===== config.mk =====
export PLATFORM = sky130hd
export DESIGN_NAME = tsq_div
export DESIGN_NICKNAME = d
export VERILOG_FILES = /design/src/rtl/core/tsq_pkg.sv /design/src/rtl/core/tsq_div.sv
export SDC_FILE = /design/constraint.sdc
export NUM_CORES = 2
export LEC_CHECK = 0
export BUFFER_PORTS_ARGS = -buffer_cell sky130_fd_sc_hd__buf_2
export CORE_UTILIZATION = 45
export DETAILED_ROUTE_END_ITERATION = 10
export PLACE_DENSITY = 0.69
export RECOVER_POWER = 100
export SETUP_SLACK_MARGIN = 0.3
export SLEW_MARGIN = 25
export SYNTH_ARGS = -nofsm -noshare
export SYNTH_HDL_FRONTEND = slang
export SYNTH_SLANG_ARGS = --single-unit

===== constraint.sdc =====
create_clock -name clock -period 13.83 [get_ports clock]
set_clock_uncertainty 0.05 [all_clocks]
set_input_delay 2.766 -clock clock [delete_from_list [all_inputs] [get_ports clock]]
set_output_delay 2.766 -clock clock [all_outputs]
set_load 0.02 [all_outputs]

===== src/rtl/core/tsq_pkg.sv =====
// Package for the triangle shape quality pipeline.
// Holds the fixed widths, the item sideband type and the coordinate type.
// Used by every module in rtl/core.
package tsq_pkg;

   localparam int COORD_BITS        = 24;
   localparam int QUALITY_FRAC_BITS = 16;
   localparam int ID_W              = 16;

   localparam int DIFF_W  = COORD_BITS + 1;
   localparam int PROD_W  = 2 * DIFF_W;
   localparam int MAG_W   = PROD_W - 1;
   localparam int HALF_W  = (MAG_W + 1) / 2;
   localparam int HI_W    = MAG_W - HALF_W;
   localparam int SQ_W    = 2 * MAG_W;
   localparam int NORM_W  = SQ_W + 2;
   localparam int EDGE_W  = PROD_W + 2;
   localparam int X_W     = NORM_W + 4 + 2 * QUALITY_FRAC_BITS;
   localparam int R_W     = X_W / 2;
   localparam int RM_W    = R_W + 2;
   localparam int DV_W    = R_W + 1;
   localparam int QUO_W   = QUALITY_FRAC_BITS + 1;
   localparam int GEOM_STAGES = 6;

   localparam logic [QUO_W-1:0] QUALITY_ONE = QUO_W'(1) << QUALITY_FRAC_BITS;

   typedef logic signed [COORD_BITS-1:0] coord_type;

   typedef struct packed {
      logic            valid;
      logic            degen;
      logic [ID_W-1:0] id;
   } side_type;

endpackage


===== src/rtl/core/tsq_div.sv =====
// Pipelined restoring divider: root over edge sum, one quotient bit per stage.
// Gives the raw quality quotient with the fraction bits of the result.
// Depends on tsq_pkg.
module tsq_div (
   input  logic                         clock,
   input  logic                         reset,
   input  logic                         en,
   input  tsq_pkg::side_type            in_side,
   input  logic [tsq_pkg::R_W-1:0]      in_root,
   input  logic [tsq_pkg::EDGE_W-1:0]   in_edge,
   output tsq_pkg::side_type            out_side,
   output logic [tsq_pkg::QUO_W-1:0]    out_quo
);
   import tsq_pkg::*;

   side_type          sd_ff   [QUO_W];
   logic [QUO_W-1:0]  quo_ff  [QUO_W];
   logic [DV_W-1:0]   rem_ff  [QUO_W-1];
   logic [EDGE_W-1:0] edge_ff [QUO_W-1];

   for (genvar j = 0; j < QUO_W; j++) begin : g_stage
      logic [DV_W-1:0]   rem_src;
      logic [QUO_W-1:0]  quo_src;
      logic [EDGE_W-1:0] edge_src;
      side_type          sd_src;
      logic [DV_W-1:0]   trial;
      logic              fit;

      if (j == 0) begin : g_first
         assign rem_src  = DV_W'(in_root);
         assign quo_src  = '0;
         assign edge_src = in_edge;
         assign sd_src   = in_side;
      end else begin : g_next
         assign rem_src  = rem_ff[j-1];
         assign quo_src  = quo_ff[j-1];
         assign edge_src = edge_ff[j-1];
         assign sd_src   = sd_ff[j-1];
      end

      assign trial = DV_W'(edge_src) << (QUALITY_FRAC_BITS - j);
      assign fit   = rem_src >= trial;

      always_ff @(posedge clock) begin
         if (reset) begin
            sd_ff[j].valid <= 1'b0;
         end else if (en) begin
            sd_ff[j] <= sd_src;
         end
      end

      always_ff @(posedge clock) begin
         if (en) begin
            quo_ff[j] <= {quo_src[QUO_W-2:0], fit};
         end
      end

      if (j < QUO_W - 1) begin : g_carry
         always_ff @(posedge clock) begin
            if (en) begin
               rem_ff[j]  <= fit ? (rem_src - trial) : rem_src;
               edge_ff[j] <= edge_src;
            end
         end
      end
   end

   assign out_side = sd_ff[QUO_W-1];
   assign out_quo  = quo_ff[QUO_W-1];

endmodule


==> summary.md <==
| Metric | Value |
|---|---|
| Hold crit path type | register to register |
| Die Y | 553 um |
| Detailed Place HPWL | 248 mm |
| Cell Pwr Density | 215 nW/um^2 |
| Initial antenna violation count | 4 |
| WL per Instance | 18.7 um |
| Gpl congestion | 0.951 |
| Routed Antenna Nets | 0 |
| CTS sink count | 2,395 |
| Fin cells | 17,096 |
| Min cycle time layout | 9.41 ns |
| Synth Instances | 12,880 |
| Clk_lat worst skew | 0.88 ns |
| Netlist cell types | 93 |
| H-tree depth | 5 |
| CTS buffer count | 272 |
| Final worst-path cycle share | 68.0% |
| Final TNS setup | 0 ns |
| Full die area | 305,000 sq um |
| I/O pins | 176 |
| PortBufs | 175 |
| Avg Cell Area, Syn | 10.6 sq um |
| Post-synthesis sequential area ratio | 52.7% |
| Setup Buffers After CTS | 0 |
| RSZ-0062 raised after global routing | no |
| Worst-path clk slew | 0.06 ns |
| MaxCap Viol Count | 47 |
| Worst-case clock buffer depth | 4 |
| DRT iter0 DRCs | 5,986 |
| Synth-to-Final Area Change | 9.52% |
| #FFs+latches synth | 2,395 |
| Max Slew Vio Count | 2,958 |
| Grt total ovfl | 0 |
| Mapped Area | 136,000 sq um |
| Final Setup Violations | 0 |
| WP data arrival | 9.73 ns |
| Gr usage total | 20.4% |
| Syn. warnings | 0 |
| Layout cells sized above 1 | 5.10% |
| Residual DRC | 0 |
| Final Hold Viols | 0 |
| Static Leak | 58.5 nW |
| Top cell family by delay on the critical path | buffers and inverters |
| Cts repair resizes | 0 |
| Outcome | finished with violations |
| Cell Chain, Critical Path | buf_12 -> nor2b_1 -> clkbuf_1 -> clkbuf_1 |
| Nets | 13,968 |
| Die span in x | 553 um |
| Most frequent CP cell | clkbuf_1 |
| Startpoint class of the critical path | primary input |
| Worst Hold Slack | 0.360 ns |
| Number of synthesized flops with an enable pin | 2,395 |
| Final instance area | 149,000 sq um |
| DR vias | 93,691 |
| Syn_nets | 13,921 |
| Initial Util | 45.3% |
| CP max stage cell | clkbuf_1 |
| FP Rows | 201 |
| Dpl cells | 16,611 |
| Crit path max fanout | 121 |
| CTS tree | done |
| Worst-margin pin slew | 4.40 ns |
| Placeable Area | 301,000 sq um |
| Crit path kind | primary input to register |
| Worst slew margin | -194% |
| Global-route wire length before repair | 500 mm |
| Dpl cell area | 141,000 sq um |
| Vias in the first global route | 93,512 |
| CP Buf/Inv Count | 3 |
| WL final | 319 mm |
| Violated checks | max-capacitance violations, max-slew violations |
| Max Fclk | 106 MHz |
| CP required | 14.15 ns |
| Synth async-reset ratio | 0% |
| Post-DR vias/cell | 5.48 |
| Clock root cell | clkbuf_16 |
| Largest net degree at the start of global routing | 185 |
| Ys flop type | edfxtp_1 |
| Iteration count of the initial detailed-routing pass | 8 |
| # hold bufs at CTS | 0 |
| Endpoint class of the critical path | register |
| CP max stage delay | 3.09 ns |
| Peak VDD IR | 0.0947 mV |
## per-stage QoR
step                      worst slack, ns  utilization (%)  total power [W]
after floorplan                      1.97                -           0.0214
after global placement               6.38             46.9           0.0250
after detailed placement             6.38             46.9           0.0250
after CTS                            7.32             49.8           0.0322
after global routing                 3.68             49.7           0.0342
final                                4.42             49.7           0.0321
## layout make-up
| class | instances | area (sq um) |
|---|---|---|
| antenna | 2 | 5.00 |
| clock buffer | 324 | 7170 |
| clock inverter | 159 | 1540 |
| fill | 27200 | 151000 |
| inverter | 1133 | 4250 |
| multi-input combinational | 8866 | 58300 |
| sequential | 2395 | 71900 |
| tap | 3958 | 4950 |
| timing repair buffer | 259 | 1260 |
## flip-flops by register name, indices dropped and copies added (netlist names)
signal and flops:
sd_ff 306, rem_ff 1104, quo_ff 153, edge_ff 832
## per-layer routing
metal	GRT usage (%)	share of wire, %	up-vias
met1	22.6	40	43236
li1	-	-	47268
met4	13.5	7.4	0
met5	0	0	-
met2	36.9	49	2297
met3	2.14	3.3	890
## report_power, final
group	switching (W)	internal (W)
clock network	0.00288	0.00418
logic	0.00808	0.00547
registers	0.00102	0.0104
total	0.0120	0.0201
## worst paths after layout
check / from / endpoint / slack (ns) / depth (start not counted)
max: en / sd_ff[8][11] / 4.42 / 4
min: quo_ff[12][11] / quo_ff[13][12] / 0.36 / 0
max reg2reg: rem_ff[5][11] / rem_ff[6][10] / 5.30 / 13
min reg2reg: quo_ff[12][11] / quo_ff[13][12] / 0.36 / 0
## layout by cell type, fill, tap and decap left out, types with 54 or more instances in the layout
master and n:
clkbuf_1 169, o21bai_1 178, ha_1 884, or3_1 56, a21o_1 539, nand4_1 244, nand2b_1 125, nor3_1 183
a211oi_1 64, nand2_1 1252, xor2_1 394, nand3_1 201, a31oi_1 111, and3_1 84, o31ai_1 67, clkinv_1 54
o21ai_0 1046, edfxtp_1 2395, clkbuf_16 280, xnor2_1 505, o211ai_1 56, nor4_1 101, nor2b_1 102, a21oi_1 1162
nor2_1 713, inv_1 1133, o21a_1 76, mux2_2 79, buf_2 106
## cells in the mapped netlist (111+ instances only)
| cell | instances | area, sq um |
|---|---|---|
| o21ai_0 | 1042 | 5220 |
| xor2_1 | 394 | 3450 |
| a31oi_1 | 111 | 694 |
| nand2b_1 | 125 | 782 |
| a21o_1 | 539 | 4050 |
| nand2_1 | 1252 | 4700 |
| xnor2_1 | 505 | 4420 |
| ha_1 | 884 | 11100 |
| clkbuf_1 | 411 | 1540 |
| nor2_1 | 713 | 2680 |
| a21oi_1 | 1164 | 5830 |
| nand4_1 | 244 | 1530 |
| inv_1 | 1130 | 4240 |
| nor3_1 | 181 | 906 |
| nand3_1 | 201 | 1010 |
| o21bai_1 | 178 | 1340 |
| edfxtp_1 | 2395 | 71900 |
## cell families (layout without fill, tap and decap cells)
logic type               after synthesis  count (layout)  share of synthesized area, %
AO/OA/AOI/OAI                       3670            3670                          16.4
AND/OR/NAND/NOR                     3305            3305                          11.4
buffers and inverters               1619            1875                          4.51
XOR/XNOR                             899             899                          5.77
flip-flops                          2395            2395                          52.7
multiplexers                          92              92                         0.753
other                                  0               2                             0
adder cells (fa/ha/maj)              900             900                          8.34
Note: power is estimated with default switching activity, not from simulation.
